$ cat src/rtl/core/gda_pkg.sv
`default_nettype none

package gda_pkg;

	// Stream word widths
	localparam int IN_TDATA_W  = 72;
	localparam int IN_TUSER_W  = 2;
	localparam int OUT_TDATA_W = 56;

	// Input word field positions (lowest bit of each field)
	localparam int I_DAY_A   = 0;
	localparam int I_MONTH_A = 5;
	localparam int I_YEAR_A  = 9;
	localparam int I_DAY_B   = 23;
	localparam int I_MONTH_B = 28;
	localparam int I_YEAR_B  = 32;
	localparam int I_DELTA   = 46;

	// Output word field positions
	localparam int O_DAY   = 0;
	localparam int O_MONTH = 5;
	localparam int O_YEAR  = 9;
	localparam int O_DIFF  = 23;
	localparam int O_LT    = 46;
	localparam int O_GT    = 47;
	localparam int O_EQ    = 48;
	localparam int O_OOR   = 49;
	localparam int O_USED  = 50;

	// Operation codes carried on tuser
	localparam logic [1:0] FUNC_ADD  = 2'd0;
	localparam logic [1:0] FUNC_SUB  = 2'd1;
	localparam logic [1:0] FUNC_DIFF = 2'd2;
	localparam logic [1:0] FUNC_CMP  = 2'd3;

	// Year unit operand select
	localparam logic [1:0] YSEL_A    = 2'd0;
	localparam logic [1:0] YSEL_B    = 2'd1;
	localparam logic [1:0] YSEL_NEXT = 2'd2;
	localparam logic [1:0] YSEL_CUR  = 2'd3;

	// Reciprocals: ceil(2^24 / 100) and floor(2^24 * 400 / 146097)
	localparam int          RECIP_SHIFT = 24;
	localparam logic [17:0] RECIP_100   = 18'd167773;
	localparam logic [15:0] RECIP_YEAR  = 16'd45934;

	// Day number of 1 January, year 1, and difference saturation bound
	localparam int          FIRST_DAY  = 366;
	localparam logic [22:0] DIFF_LIMIT = 23'd3660000;

	// Controller to datapath commands
	typedef struct packed {
		logic       load;
		logic       yr_go;
		logic [1:0] yr_sel;
		logic       ser_a;
		logic       ser_b;
		logic       arith;
		logic       est;
		logic       yy_inc;
		logic       yy_dec;
		logic       rem_load;
		logic       mon_step;
		logic       date_fin;
		logic       pair_fin;
		logic       out_load;
	} gda_cmd_t;

	// Datapath to controller status
	typedef struct packed {
		logic [1:0] func;
		logic       inc_ok;
		logic       dec_more;
		logic       mon_more;
	} gda_sts_t;

	// Length of month m (1..12)
	function automatic logic [4:0] month_len(input logic [3:0] m, input logic leap);
		logic [4:0] len;
		case (m)
			4'd2: len = leap ? 5'd29 : 5'd28;
			4'd4, 4'd6, 4'd9, 4'd11: len = 5'd30;
			default: len = 5'd31;
		endcase
		return len;
	endfunction

	// Days in the year before the first of month m (1..12)
	function automatic logic [8:0] days_before_month(input logic [3:0] m, input logic leap);
		logic [8:0] base;
		case (m)
			4'd1: base = 9'd0;
			4'd2: base = 9'd31;
			4'd3: base = 9'd59;
			4'd4: base = 9'd90;
			4'd5: base = 9'd120;
			4'd6: base = 9'd151;
			4'd7: base = 9'd181;
			4'd8: base = 9'd212;
			4'd9: base = 9'd243;
			4'd10: base = 9'd273;
			4'd11: base = 9'd304;
			4'd12: base = 9'd334;
			default: base = 9'd0;
		endcase
		if (m > 4'd2 && leap) begin
			base = base + 9'd1;
		end
		return base;
	endfunction

endpackage

`default_nettype wire

$ cat src/rtl/core/gda_year.sv
`default_nettype none

// Days before a given year, and its leap flag; two register stages.
module gda_year import gda_pkg::*; #(
	parameter int YUW = 14,
	parameter int BW  = 23
) (
	input  wire logic           clk,
	input  wire logic           go,
	input  wire logic [YUW-1:0] y,
	output logic      [BW-1:0]  by,
	output logic                leap
);

	localparam int QW = YUW - 6;
	localparam int PW = YUW + 18;

	logic [YUW-1:0] y_s1;
	logic [QW-1:0]  q_s1;
	logic [PW-1:0]  prod;
	logic [YUW:0]   hund;
	logic           century;
	logic [QW:0]    c100;
	logic [QW:0]    c400;
	logic [YUW-1:0] c4;
	logic [BW-1:0]  sum;
	logic [BW-1:0]  by_s2;
	logic           leap_s2;

	// Quotient by 100 through the reciprocal
	assign prod = PW'(y) * PW'(RECIP_100);

	always_ff @(posedge clk) begin
		if (go) begin
			y_s1 <= y;
			q_s1 <= prod[RECIP_SHIFT +: QW];
		end
	end

	// Ceilings by 4, 100, 400 and the leap rule
	always_comb begin
		hund    = (YUW+1)'(q_s1) * (YUW+1)'(100);
		century = (hund == {1'b0, y_s1});
		c100    = {1'b0, q_s1} + (QW+1)'(!century);
		c400    = (c100 + (QW+1)'(3)) >> 2;
		c4      = (YUW)'(({1'b0, y_s1} + (YUW+1)'(3)) >> 2);
		sum     = BW'(y_s1) * BW'(365) + BW'(c4) - BW'(c100) + BW'(c400);
	end

	always_ff @(posedge clk) begin
		by_s2   <= sum;
		leap_s2 <= (y_s1[1:0] == 2'b00) && (!century || q_s1[1:0] == 2'b00);
	end

	assign by   = by_s2;
	assign leap = leap_s2;

endmodule

`default_nettype wire

$ cat src/rtl/core/gda_dp.sv
`default_nettype none

module gda_dp import gda_pkg::*; #(
	parameter int YEAR_MAX = 9999
) (
	input  wire logic                   clk,
	input  wire logic [IN_TDATA_W-1:0]  s_tdata,
	input  wire logic [IN_TUSER_W-1:0]  s_tuser,
	input  wire gda_cmd_t               cmd,
	output gda_sts_t                    sts,
	output logic      [OUT_TDATA_W-1:0] m_tdata
);

	localparam int YUW = ($clog2(YEAR_MAX + 3) > 14) ? $clog2(YEAR_MAX + 3) : 14;
	localparam int BW  = YUW + 9;
	localparam int SW  = YUW + 11;
	localparam int UW  = SW - 1;
	localparam int EW  = UW + 16;
	localparam int HI  = 365 * (YEAR_MAX + 1) + (YEAR_MAX + 4) / 4
		- (YEAR_MAX + 100) / 100 + (YEAR_MAX + 400) / 400 - 1;

	localparam logic signed [SW-1:0] S_LO   = SW'(FIRST_DAY);
	localparam logic signed [SW-1:0] S_HI   = SW'(HI);
	localparam logic signed [SW-1:0] S_DMAX = SW'(DIFF_LIMIT);
	localparam logic signed [SW-1:0] S_DMIN = -S_DMAX;

	// Captured operands
	logic [1:0]  func_q;
	logic [4:0]  da_q, db_q;
	logic [3:0]  ma_q, mb_q;
	logic [13:0] ya_q, yb_q;
	logic [19:0] delta_q;

	// Working registers
	logic signed [SW-1:0] ser_a_q, ser_b_q, s_q;
	logic [22:0]          key_a_q, key_b_q;
	logic [YUW-1:0]       yy_q;
	logic [8:0]           r_q;
	logic [3:0]           mm_q;
	logic                 leap_q;

	// Result and output registers
	logic [4:0]             rd_q;
	logic [3:0]             rm_q;
	logic [13:0]            ry_q;
	logic [22:0]            diff_q;
	logic                   lt_q, gt_q, eq_q, oor_q;
	logic [OUT_TDATA_W-1:0] out_q;

	// Year unit
	logic [YUW-1:0] yr_y;
	logic [BW-1:0]  yr_by;
	logic           yr_leap;

	logic [3:0]           sel_m;
	logic [4:0]           sel_d;
	logic [13:0]          sel_y;
	logic [8:0]           doy;
	logic signed [SW-1:0] ser_new;
	logic signed [SW-1:0] dext;
	logic signed [SW-1:0] sum;
	logic signed [SW-1:0] diff_v;
	logic [UW-1:0]        s_u;
	logic [UW-1:0]        by_ext;
	logic [UW-1:0]        rem;
	logic [EW-1:0]        est_prod;
	logic [4:0]           mlen;

	function automatic logic [3:0] clamp_month(input logic [3:0] m);
		logic [3:0] c;
		if (m == 4'd0) begin
			c = 4'd1;
		end else if (m > 4'd12) begin
			c = 4'd12;
		end else begin
			c = m;
		end
		return c;
	endfunction

	// Pick the year for the shared year unit
	always_comb begin
		case (cmd.yr_sel)
			YSEL_A: yr_y = YUW'(ya_q);
			YSEL_B: yr_y = YUW'(yb_q);
			YSEL_NEXT: yr_y = yy_q + YUW'(1);
			YSEL_CUR: yr_y = yy_q;
			default: yr_y = yy_q;
		endcase
	end

	gda_year #(
		.YUW (YUW),
		.BW  (BW)
	) u_year (
		.clk  (clk),
		.go   (cmd.yr_go),
		.y    (yr_y),
		.by   (yr_by),
		.leap (yr_leap)
	);

	// Day number and ordering key of the date being converted
	always_comb begin
		sel_m   = cmd.ser_b ? mb_q : ma_q;
		sel_d   = cmd.ser_b ? db_q : da_q;
		sel_y   = cmd.ser_b ? yb_q : ya_q;
		doy     = days_before_month(sel_m, yr_leap) + 9'(sel_d);
		ser_new = $signed(SW'(yr_by)) + $signed(SW'(doy)) - $signed(SW'(1));
	end

	// Offset, difference, year estimate and month walk terms
	always_comb begin
		dext     = $signed(SW'(delta_q));
		sum      = (func_q == FUNC_SUB) ? (ser_a_q - dext) : (ser_a_q + dext);
		diff_v   = ser_a_q - ser_b_q;
		s_u      = s_q[UW-1:0];
		by_ext   = UW'(yr_by);
		rem      = s_u - by_ext;
		est_prod = EW'(s_u) * EW'(RECIP_YEAR);
		mlen     = month_len(mm_q, leap_q);
	end

	assign sts.func     = func_q;
	assign sts.inc_ok   = (by_ext <= s_u);
	assign sts.dec_more = (by_ext > s_u) && (yy_q != '0);
	assign sts.mon_more = (mm_q < 4'd12) && (r_q >= 9'(mlen));

	always_ff @(posedge clk) begin
		// Capture a new word and clear the result
		if (cmd.load) begin
			func_q  <= s_tuser;
			da_q    <= s_tdata[I_DAY_A +: 5];
			ma_q    <= clamp_month(s_tdata[I_MONTH_A +: 4]);
			ya_q    <= s_tdata[I_YEAR_A +: 14];
			db_q    <= s_tdata[I_DAY_B +: 5];
			mb_q    <= clamp_month(s_tdata[I_MONTH_B +: 4]);
			yb_q    <= s_tdata[I_YEAR_B +: 14];
			delta_q <= s_tdata[I_DELTA +: 20];
			rd_q    <= '0;
			rm_q    <= '0;
			ry_q    <= '0;
			diff_q  <= '0;
			lt_q    <= 1'b0;
			gt_q    <= 1'b0;
			eq_q    <= 1'b0;
			oor_q   <= 1'b0;
		end

		if (cmd.ser_a) begin
			ser_a_q <= ser_new;
			key_a_q <= {sel_y, doy};
		end
		if (cmd.ser_b) begin
			ser_b_q <= ser_new;
			key_b_q <= {sel_y, doy};
		end

		// Offset the day number and saturate to the supported years
		if (cmd.arith) begin
			if (sum < S_LO) begin
				s_q   <= S_LO;
				oor_q <= 1'b1;
			end else if (sum > S_HI) begin
				s_q   <= S_HI;
				oor_q <= 1'b1;
			end else begin
				s_q <= sum;
			end
		end

		// Year estimate, then step it to the exact year
		if (cmd.est) begin
			yy_q <= est_prod[RECIP_SHIFT +: YUW];
		end else if (cmd.yy_inc) begin
			yy_q <= yy_q + YUW'(1);
		end else if (cmd.yy_dec) begin
			yy_q <= yy_q - YUW'(1);
		end

		// Walk months over the day of year
		if (cmd.rem_load) begin
			r_q    <= rem[8:0];
			leap_q <= yr_leap;
			mm_q   <= 4'd1;
		end else if (cmd.mon_step) begin
			r_q  <= r_q - 9'(mlen);
			mm_q <= mm_q + 4'd1;
		end

		if (cmd.date_fin) begin
			rd_q <= r_q[4:0] + 5'd1;
			rm_q <= mm_q;
			ry_q <= yy_q[13:0];
		end

		// Difference with saturation, or ordering
		if (cmd.pair_fin) begin
			if (func_q == FUNC_DIFF) begin
				if (diff_v > S_DMAX) begin
					diff_q <= DIFF_LIMIT;
					oor_q  <= 1'b1;
				end else if (diff_v < S_DMIN) begin
					diff_q <= S_DMIN[22:0];
					oor_q  <= 1'b1;
				end else begin
					diff_q <= diff_v[22:0];
				end
			end else begin
				lt_q <= (key_a_q < key_b_q);
				gt_q <= (key_a_q > key_b_q);
				eq_q <= (key_a_q == key_b_q);
			end
		end

		if (cmd.out_load) begin
			out_q <= {(OUT_TDATA_W - O_USED)'(0), oor_q, eq_q, gt_q, lt_q, diff_q,
				ry_q, rm_q, rd_q};
		end
	end

	assign m_tdata = out_q;

endmodule

`default_nettype wire

$ cat src/rtl/core/gda_ctrl.sv
`default_nettype none

module gda_ctrl import gda_pkg::*; (
	input  wire logic     clk,
	input  wire logic     arst_n,
	input  wire logic     s_tvalid,
	output logic          s_tready,
	output logic          m_tvalid,
	input  wire logic     m_tready,
	input  wire gda_sts_t sts,
	output gda_cmd_t      cmd
);

	localparam logic [4:0] ST_IDLE    = 5'd0;
	localparam logic [4:0] ST_YA      = 5'd1;
	localparam logic [4:0] ST_YA_W    = 5'd2;
	localparam logic [4:0] ST_SA      = 5'd3;
	localparam logic [4:0] ST_YB      = 5'd4;
	localparam logic [4:0] ST_YB_W    = 5'd5;
	localparam logic [4:0] ST_SB      = 5'd6;
	localparam logic [4:0] ST_PAIR    = 5'd7;
	localparam logic [4:0] ST_ARITH   = 5'd8;
	localparam logic [4:0] ST_EST     = 5'd9;
	localparam logic [4:0] ST_INC     = 5'd10;
	localparam logic [4:0] ST_INC_W   = 5'd11;
	localparam logic [4:0] ST_INC_CHK = 5'd12;
	localparam logic [4:0] ST_DEC     = 5'd13;
	localparam logic [4:0] ST_DEC_W   = 5'd14;
	localparam logic [4:0] ST_DEC_CHK = 5'd15;
	localparam logic [4:0] ST_MON     = 5'd16;
	localparam logic [4:0] ST_DONE    = 5'd17;

	logic [4:0] state_q, state_d;
	logic       out_valid_q;
	logic       out_free;

	assign out_free = !out_valid_q || m_tready;
	assign s_tready = (state_q == ST_IDLE);
	assign m_tvalid = out_valid_q;

	// Sequence one word through the datapath
	always_comb begin
		state_d = state_q;
		cmd     = '0;
		case (state_q)
			ST_IDLE: begin
				if (s_tvalid) begin
					cmd.load = 1'b1;
					state_d  = ST_YA;
				end
			end
			ST_YA: begin
				cmd.yr_go  = 1'b1;
				cmd.yr_sel = YSEL_A;
				state_d    = ST_YA_W;
			end
			ST_YA_W: state_d = ST_SA;
			ST_SA: begin
				cmd.ser_a = 1'b1;
				if (sts.func == FUNC_ADD || sts.func == FUNC_SUB) begin
					state_d = ST_ARITH;
				end else begin
					state_d = ST_YB;
				end
			end
			ST_YB: begin
				cmd.yr_go  = 1'b1;
				cmd.yr_sel = YSEL_B;
				state_d    = ST_YB_W;
			end
			ST_YB_W: state_d = ST_SB;
			ST_SB: begin
				cmd.ser_b = 1'b1;
				state_d   = ST_PAIR;
			end
			ST_PAIR: begin
				cmd.pair_fin = 1'b1;
				state_d      = ST_DONE;
			end
			ST_ARITH: begin
				cmd.arith = 1'b1;
				state_d   = ST_EST;
			end
			ST_EST: begin
				cmd.est = 1'b1;
				state_d = ST_INC;
			end
			ST_INC: begin
				cmd.yr_go  = 1'b1;
				cmd.yr_sel = YSEL_NEXT;
				state_d    = ST_INC_W;
			end
			ST_INC_W: state_d = ST_INC_CHK;
			ST_INC_CHK: begin
				if (sts.inc_ok) begin
					cmd.yy_inc = 1'b1;
					state_d    = ST_INC;
				end else begin
					state_d = ST_DEC;
				end
			end
			ST_DEC: begin
				cmd.yr_go  = 1'b1;
				cmd.yr_sel = YSEL_CUR;
				state_d    = ST_DEC_W;
			end
			ST_DEC_W: state_d = ST_DEC_CHK;
			ST_DEC_CHK: begin
				if (sts.dec_more) begin
					cmd.yy_dec = 1'b1;
					state_d    = ST_DEC;
				end else begin
					cmd.rem_load = 1'b1;
					state_d      = ST_MON;
				end
			end
			ST_MON: begin
				if (sts.mon_more) begin
					cmd.mon_step = 1'b1;
				end else begin
					cmd.date_fin = 1'b1;
					state_d      = ST_DONE;
				end
			end
			ST_DONE: begin
				if (out_free) begin
					cmd.out_load = 1'b1;
					state_d      = ST_IDLE;
				end
			end
			default: state_d = ST_IDLE;
		endcase
	end

	always_ff @(posedge clk or negedge arst_n) begin
		if (!arst_n) begin
			state_q     <= ST_IDLE;
			out_valid_q <= 1'b0;
		end else begin
			state_q <= state_d;
			// Hold the result word until taken
			if (cmd.out_load) begin
				out_valid_q <= 1'b1;
			end else if (m_tready) begin
				out_valid_q <= 1'b0;
			end
		end
	end

endmodule

`default_nettype wire

$ cat src/rtl/core/gregorian_date_arithmetic.sv
`default_nettype none

// Channel  Dir  Signals                     Contents
// s_*      in   tvalid tready tdata tuser   date A, date B, day count; tuser op code
// m_*      out  tvalid tready tdata         result date, difference, ordering, range flag
//
// One word is in work at a time. Difference and compare run one pass of the year unit
// per date. Add and subtract make three or more passes of the shared two-stage year
// unit (date A, then the increment and decrement checks), plus one step per month walked.
// The next word is taken the cycle after the result loads; a result still waiting
// on m_tready holds the controller before that load. Reset clears the controller
// and empties the output.
module gregorian_date_arithmetic import gda_pkg::*; #(
	parameter int YEAR_MAX = 9999
) (
	input  wire logic                   clk,
	input  wire logic                   arst_n,
	input  wire logic                   s_tvalid,
	output logic                        s_tready,
	// day_a[4:0] month_a[8:5] year_a[22:9] day_b[27:23] month_b[31:28]
	// year_b[45:32] delta[65:46], zero fill above
	input  wire logic [IN_TDATA_W-1:0]  s_tdata,
	// func[1:0]
	input  wire logic [IN_TUSER_W-1:0]  s_tuser,
	output logic                        m_tvalid,
	input  wire logic                   m_tready,
	// res_day[4:0] res_month[8:5] res_year[22:9] day_difference[45:23]
	// a_less[46] a_greater[47] a_equal[48] out_of_range[49], zero fill above
	output logic      [OUT_TDATA_W-1:0] m_tdata
);

	gda_cmd_t cmd;
	gda_sts_t sts;

	gda_ctrl u_ctrl (
		.clk      (clk),
		.arst_n   (arst_n),
		.s_tvalid (s_tvalid),
		.s_tready (s_tready),
		.m_tvalid (m_tvalid),
		.m_tready (m_tready),
		.sts      (sts),
		.cmd      (cmd)
	);

	gda_dp #(
		.YEAR_MAX (YEAR_MAX)
	) u_dp (
		.clk     (clk),
		.s_tdata (s_tdata),
		.s_tuser (s_tuser),
		.cmd     (cmd),
		.sts     (sts),
		.m_tdata (m_tdata)
	);

`ifndef SYNTHESIS
	// An accepted word keeps the block busy for the next cycle
	a_busy_after_accept: assert property (@(posedge clk) disable iff (!arst_n)
		s_tvalid && s_tready |=> !s_tready)
		else $error("input taken again right after accept");

	// Never overwrite a result that has not been taken
	a_no_overwrite: assert property (@(posedge clk) disable iff (!arst_n)
		cmd.out_load |-> (!m_tvalid || m_tready))
		else $error("result overwritten while stalled");

	// Output valid only rises after a result load
	a_valid_from_load: assert property (@(posedge clk) disable iff (!arst_n)
		$rose(m_tvalid) |-> $past(cmd.out_load))
		else $error("output valid without a result load");

	// At most one ordering flag is set
	a_order_onehot: assert property (@(posedge clk) disable iff (!arst_n)
		m_tvalid |-> $onehot0(m_tdata[O_LT +: 3]))
		else $error("conflicting ordering flags");
`endif

endmodule

`default_nettype wire
$ cat config.mk
export PLATFORM = sky130hd
export DESIGN_NAME = gregorian_date_arithmetic
export DESIGN_NICKNAME = d
export VERILOG_FILES = /design/src/rtl/core/gda_pkg.sv /design/src/rtl/core/gda_year.sv /design/src/rtl/core/gda_dp.sv /design/src/rtl/core/gda_ctrl.sv /design/src/rtl/core/gregorian_date_arithmetic.sv
export SDC_FILE = /design/constraint.sdc
export NUM_CORES = 2
export LEC_CHECK = 0
export BUFFER_PORTS_ARGS = -buffer_cell sky130_fd_sc_hd__buf_4
export CORE_ASPECT_RATIO = 1.1
export CORE_UTILIZATION = 65
export CTS_CLUSTER_SIZE = 30
export DETAILED_ROUTE_END_ITERATION = 7
export GPL_TIMING_DRIVEN = 0
export PLACE_DENSITY_LB_ADDON = 0.25
export SYNTH_ARGS = -nofsm -noshare
export SYNTH_HDL_FRONTEND = slang
export SYNTH_SLANG_ARGS = --single-unit
$ cat constraint.sdc
create_clock -name clk -period 17.77 [get_ports clk]
set_clock_uncertainty 0.15 [all_clocks]
set_input_delay 0.8885 -clock clk [delete_from_list [all_inputs] [get_ports clk]]
set_output_delay 0.8885 -clock clk [all_outputs]
set_load 0.02 [all_outputs]
# Yosys cells after proc, flatten, opt, wreduce, memory -nomap -nowiden
# Memories as Yosys holds them, arrays and structs flattened.
# Cells that the tools add are included.
[totals] word_cells=201 ff_bits=368 n_memories=1 mem_bits_ro=144
[op_classes] add_sub_neg=19 n_mux=71 n_reduce_logical=26 multipliers=4 n_eq_ne=32 order_cmp=13
[memory_table] name="(no name shown)" depth=16 word_bits=9 rd=1 rd_clocked_by_memory_dff=0 write_ports=0 line_no="gda_pkg.sv:91" source="case (m)"
[ops] operator="$mux W23" count=5
[ops] operator="$pmux W5 S18" count=1
[ops] operator="$mux W14" count=6
[ops] operator="$pmux W14 S4" count=1
[ops] operator="$gt A25 B23 Y1 const B" count=2
[ops] operator="$eq A5 B4 Y1 const B" count=8
[ops] operator="$mul A24 B15 Y37 const B" count=1
[ops] operator="$mux W1" count=35
[ops] operator="$mux W5" count=7
[ops] operator="$mul A14 B18 Y32 const B" count=1
[ops] operator="$mux W9" count=3
[ops] operator="$add A25 B21 Y25" count=1
[ops] operator="$lt A25 B10 Y1 const B" count=1
[ops] operator="$lt A25 B23 Y1 const B" count=1
[ops] operator="$mux W25" count=1
[ops] operator="$sub A25 B2 Y25 const B" count=1
[ops] operator="$sub A25 B21 Y25" count=1
[ops] operator="$sub A25 B25 Y25" count=1
[ops] operator="$add A23 B9 Y24" count=1
[ops] operator="$gt A23 B24 Y1" count=1
[ops] operator="$le A23 B24 Y1" count=1
[ops] operator="$mux W4" count=6
[ops] operator="$add A23 B13 Y23" count=1
[ops] operator="$add A23 B7 Y23" count=1
[ops] operator="50 further kinds" count=77

# Depth between registers and ports, before layout
[depth] word_depth=10 mapped_depth=41 mapped_depth_nobuf=41

# Modules after synthesis
# A second synthesis with hierarchy kept.
[unflattened] cells_unflattened=3464 hier_area_um2=36338.6
[modules_own_cells] mod="gda_dp" cells_per_inst=2368 seq_area_each_um2=9178.8 area_per_inst_um2=25309.3 n_inst=1
[modules_own_cells] mod="gda_year" cells_per_inst=1019 seq_area_each_um2=1141.1 area_per_inst_um2=10468.8 n_inst=1
[modules_own_cells] mod="gda_ctrl" cells_per_inst=77 seq_area_each_um2=150.1 area_per_inst_um2=560.5 n_inst=1

# Worst setup path after synthesis
# Ideal clock, no wire load.
[synth_timing] path_kind="register to register" from="register u_dp.u_year.q_s1[3]" to="register u_dp.u_year.by_s2[22], in the netlist u_dp.u_year.by[22]" setup_slack_ns=9.284 required_ns=17.548 arrival_ns=8.263 path_buffers=0 stages_incl_launch_ff=39 path_cell_list="edfxtp_1 -> ha_1 -> ha_1 -> fa_1 -> ha_1 -> a21oi_1 -> nor2_1 -> nor2_1 -> o21bai_1 -> a21oi_1 -> o21bai_1 -> a21oi_1 -> xor2_1 -> nand3_1 -> ha_1 -> ha_1 -> nand2_1 -> xor2_1 -> [3 not listed] -> fa_1 -> inv_1 -> fa_1 -> fa_1 -> inv_1 -> fa_1 -> inv_1 -> ha_1 -> o21ai_0 -> a21boi_0 -> o21ai_0 -> a21boi_0 -> o21ai_0 -> a211oi_1 -> or3_1 -> a31o_2 -> a21oi_1 -> xnor2_1"
[synth_via] elab_chain_len=6
[synth_rtl] item="start, declared" line_no="gda_year.sv:19" source="logic [QW-1:0] q_s1;"
[synth_rtl] item="start signal, assigned" line_no="gda_year.sv:36" source="q_s1 <= prod[RECIP_SHIFT +: QW];"
[synth_rtl] item="$mul A8 B5 Y13" line_no="gda_year.sv:42" source="hund = (YUW+1)'(q_s1) * (YUW+1)'(100);"
[synth_rtl] item="$eq A15 B14 Y1" line_no="gda_year.sv:43" source="century = (hund == {1'b0, y_s1});"
[synth_rtl] item="$logic_not A1 Y1" line_no="gda_year.sv:44" source="c100 = {1'b0, q_s1} + (QW+1)'(!century);"
[synth_rtl] item="$add A8 B1 Y9 *" line_no="gda_year.sv:44"
[synth_rtl] item="$sub A23 B9 Y23 or $add A9 B2 Y9 (tied branches)" line_no="gda_year.sv:47, gda_year.sv:45"
[synth_rtl] item="$add A23 B7 Y23 *" line_no="gda_year.sv:47" source="sum = BW'(y_s1) * BW'(365) + BW'(c4) - BW'(c100) + BW'(c400);"
[synth_rtl] item="net u_dp.u_year.sum[22]" line_no="gda_year.sv:26" source="logic [BW-1:0] sum;"
[synth_rtl] item="end signal, assigned" line_no="gda_year.sv:51" source="by_s2 <= sum;"
[synth_rtl] item="end, declared" line_no="gda_year.sv:27" source="logic [BW-1:0] by_s2;"
# Mark *: on every way through the listed nets, which the timed path passes. The rest lies on a longest branch.
# A chain may end at the register's enable or synchronous reset.

# Worst setup path after layout
# Ends and elaborated chain as after synthesis.

==> impl_metrics.py <==
metrics = {
    "cells_and_area": {
        "multi_input_area_um2": 23100,
        "syn2layout_area_growth_pct": 9.86,
        "fillers": 3996,
        "regArea_um2": 10500,
        "num-nets-final": 4530,
        "diodes": 0,
        "drive_above_1_share_pct": 7.91,
    },
    "sta": {
        "final_max_slew_viol_count": 0,
        "rsz0062_at_grt": "no",
        "fin_crit_ns": 9.51,
        "tns_ns": 0,
        "setup_violations": 0,
        "max_freq_ghz": 0.105,
        "final.period_utilization_pct": 53.5,
        "tightest_slew_ns": 1.37,
        "slew_headroom_pct": 8.27,
        "final-hold-violation-count": 0,
    },
    "synthesis": {
        "ys_async_sr_fraction_pct": 1.63,
        "syn_area_um2": 36000,
        "synthAdderAreaFrac_pct": 36.9,
        "ys_seq_area_share_pct": 29.1,
        "synth_top_family_by_area": "adder cells",
        "synth_cells": 3406,
        "synth_compound_area_share_pct": 10.2,
        "synth_seq_cells": 368,
        "synth-main-ff-cell": "edfxtp_1",
        "syn_area_per_cell_um2": 10.6,
        "synth.area.mux_share_pct": 1.52,
        "synth_xor_xnor_area_share_pct": 5.72,
        "ys_warn_count": 0,
        "synthSimpleGateAreaFrac_pct": 9.57,
        "ys_types": 101,
        "synth_edf_count": 307,
    },
    "place": {
        "hpwl_mm": 71.5,
        "routabilityCongestion": 0.949,
        "portBuffers": 123,
    },
    "worst_setup_path": {
        "reg2reg_from": "u_dp.u_year.q_s1[3]$_DFFE_PP_",
        "endpoint_kind": "flip-flop",
        "criticalPathCategory": "flip-flop to flip-flop",
        "cpMostUsedCell": "ha_1",
        "ff2ff_path_depth": 38,
        "cp.arrival_ns": 9.85,
        "setup.worst_path.start": "u_dp.u_year.q_s1[3]$_DFFE_PP_",
        "r2r-end": "u_dp.u_year.by[22]$_DFF_P_",
        "slowest_stage": "fa_1",
        "critPathMaxFanout": 4,
        "cpPeakStageDelay_ns": 0.52,
        "r2r_setup_slack_ns": 8.26,
        "crit_path_start_kind": "flip-flop",
        "worstPathRequired_ns": 18.12,
    },
    "global_routing": {
        "antenna_found_initial": 0,
        "grt_first_pass_wirelength_mm": 140,
        "grt_pass1_vias": 27056,
        "grt_overflow": 0,
        "grt_max_degree": 71,
        "track_usage_pct": 32.0,
    },
    "route": {
        "vias_per_cell": 5.84,
        "totalWireLength_mm": 86.0,
        "wl_per_cell_um": 19.7,
        "drt_pre_antenna_iters": 5,
        "num_vias": 25499,
        "antenna_left": 0,
        "drc": 0,
        "drtIter0Drc": 1861,
    },
    "clocking": {
        "clk_pin_slew_ns": 0.06,
        "insertion_delay_ns": 0.58,
        "cts_tree": "built",
        "cts_setup_buffers": 0,
        "cts_made_buffers": 42,
        "clock-root-buffer": "clkbuf_16",
        "cts-resized-gates": 0,
        "hold_buffers": 1,
        "max-clock-path-buffers": 3,
        "h-tree-depth": 2,
        "clkSinkCount": 368,
    },
    "floorplan": {
        "die_y_um": 249,
        "start_util_pct": 65.7,
        "fp.dieW_um": 226,
        "ios": 136,
        "core_um2": 54700,
        "rows": 90,
        "die-area_um2": 56300,
    },
    "status": {
        "status": "finished, final reports clean",
    },
    "hold_path": {
        "holdPathEnd": "u_dp.m_tdata[2]$_DFFE_PP_",
        "min-delay-start": "u_dp.rd_q[2]$_SDFFCE_PN0P_",
        "min_path_cells": 0,
        "min_path_type": "flip-flop to flip-flop",
    },
    "flow_run": {
        "drv_cap": 0,
    },
}
critical path: cells and delay by family (launching register included):
family / cells / cell delay, ns
AO/OA/AOI/OAI: 13 / 2.34
XOR/XNOR: 4 / 0.69
AND/OR/NAND/NOR: 7 / 1.39
adder cells (fa/ha/maj): 11 / 4.20
flip-flops: 1 / 0.49
buffers and inverters: 3 / 0.19
per-layer routing:
metal,track usage (%),vias up,routed length (µm)
met5,0,-,0
met4,14.9,0,4580
met3,3.55,221,4350
met2,55.6,808,42900
met1,39.9,12464,34200
li1,-,12006,-
state kept, by name (all words and copies together) (netlist names), 20 cells and up:
register        cells
u_dp.diff_q        23
u_dp.m_tdata       50
u_dp.u_year.by     23
u_dp.ser_b_q       25
u_dp.s_q           24
u_dp.key_b_q       23
u_dp.ser_a_q       25
u_dp.key_a_q       23
u_dp.delta_q       20
cell type report:
cell class / count / share of cell area (%)
Clock inverter: 18 / 0.605
Multi-Input combinational cell: 2394 / 58.4
Tap cell: 736 / 2.33
Timing Repair Buffer: 138 / 2.77
Buffer: 71 / 0.776
Sequential cell: 368 / 26.5
Inverter: 580 / 5.52
Clock buffer: 58 / 3.13
through the flow:
| step | worst slack (ns) | hold WS, ns | instances | instance area (µm²) | util, % |
|---|---|---|---|---|---|
| detailed placement | 8.35 | 0.255 | 4286 | 38000 | 69.5 |
| finish | 8.26 | 0.261 | 4363 | 39500 | 72.2 |
| global route | 7.57 | 0.281 | 4363 | 39500 | 72.2 |
| CTS | 8.28 | 0.260 | 4363 | 39500 | 72.2 |
| floorplan | 9.28 | 0.250 | 3413 | 36000 | - |
| global placement | 8.06 | 0.252 | 4272 | 37800 | 69.1 |
cells in the mapped netlist (all sizes together), types with 7 or more instances:
| cell | instances | area [µm²] |
|---|---|---|
| xnor2 | 134 | 1200 |
| ha | 517 | 6470 |
| or3 | 20 | 135 |
| o211ai | 22 | 175 |
| nand2b | 29 | 181 |
| nor3b | 9 | 72.6 |
| nand3b | 7 | 52.6 |
| a31oi | 21 | 131 |
| or2 | 15 | 93.8 |
| o21a | 26 | 195 |
| o21ai | 122 | 622 |
| nor2b | 37 | 231 |
| dfxtp | 55 | 1100 |
| or4 | 8 | 60.1 |
| a21oi | 165 | 830 |
| nor3 | 59 | 295 |
| nand3 | 58 | 290 |
| fa | 340 | 6810 |
| mux2i | 31 | 318 |
| nand4 | 28 | 175 |
| a21o | 70 | 526 |
| o22ai | 7 | 43.8 |
| o21bai | 14 | 105 |
| nor4 | 15 | 100 |
| xor2 | 98 | 858 |
| and3 | 25 | 156 |
| mux2 | 20 | 229 |
| nor2 | 165 | 619 |
| o31ai | 12 | 90.1 |
| inv | 580 | 2180 |
| nand2 | 156 | 588 |
| a211oi | 13 | 103 |
| and2 | 26 | 163 |
| edfxtp | 307 | 9220 |
| buf | 14 | 92.6 |
| clkbuf | 57 | 214 |
cells in the final DEF (no fill, tap or decap), drive strengths merged, types with 21 or more instances in the layout:
cell type / count
inv: 585
ha: 517
fa: 340
edfxtp: 307
nor2: 165
a21oi: 165
nand2: 156
buf: 151
xnor2: 134
o21ai: 122
clkbuf: 115
xor2: 98
a21o: 70
nor3: 59
nand3: 58
dfxtp: 55
nor2b: 37
mux2i: 31
nand2b: 29
nand4: 28
o21a: 26
and2: 26
and3: 25
o211ai: 22
a31oi: 21
cells by family after synthesis:
kind of cell / count (synthesis)
adder cells (fa/ha/maj): 858
AND/OR/NAND/NOR: 681
buffers and inverters: 651
AO/OA/AOI/OAI: 564
flip-flops: 368
XOR/XNOR: 232
multiplexers: 51
other: 1
worst max path at each step:
stage / cells after the start / slack, ns / endpoint
floorplan: 38 / 9.28 / u_dp.u_year.by[22]$_DFF_P_
global placement: 27 / 8.06 / u_dp.u_year.q_s1[7]$_DFFE_PP_
detailed placement: 37 / 8.35 / u_dp.u_year.by[22]$_DFF_P_
CTS: 38 / 8.28 / u_dp.u_year.by[22]$_DFF_P_
global route: 38 / 7.57 / u_dp.u_year.by[22]$_DFF_P_
finish: 38 / 8.26 / u_dp.u_year.by[22]$_DFF_P_
Power is not shown: default switching activity piles up to over one toggle a cycle in this logic, so the estimate is an artifact.
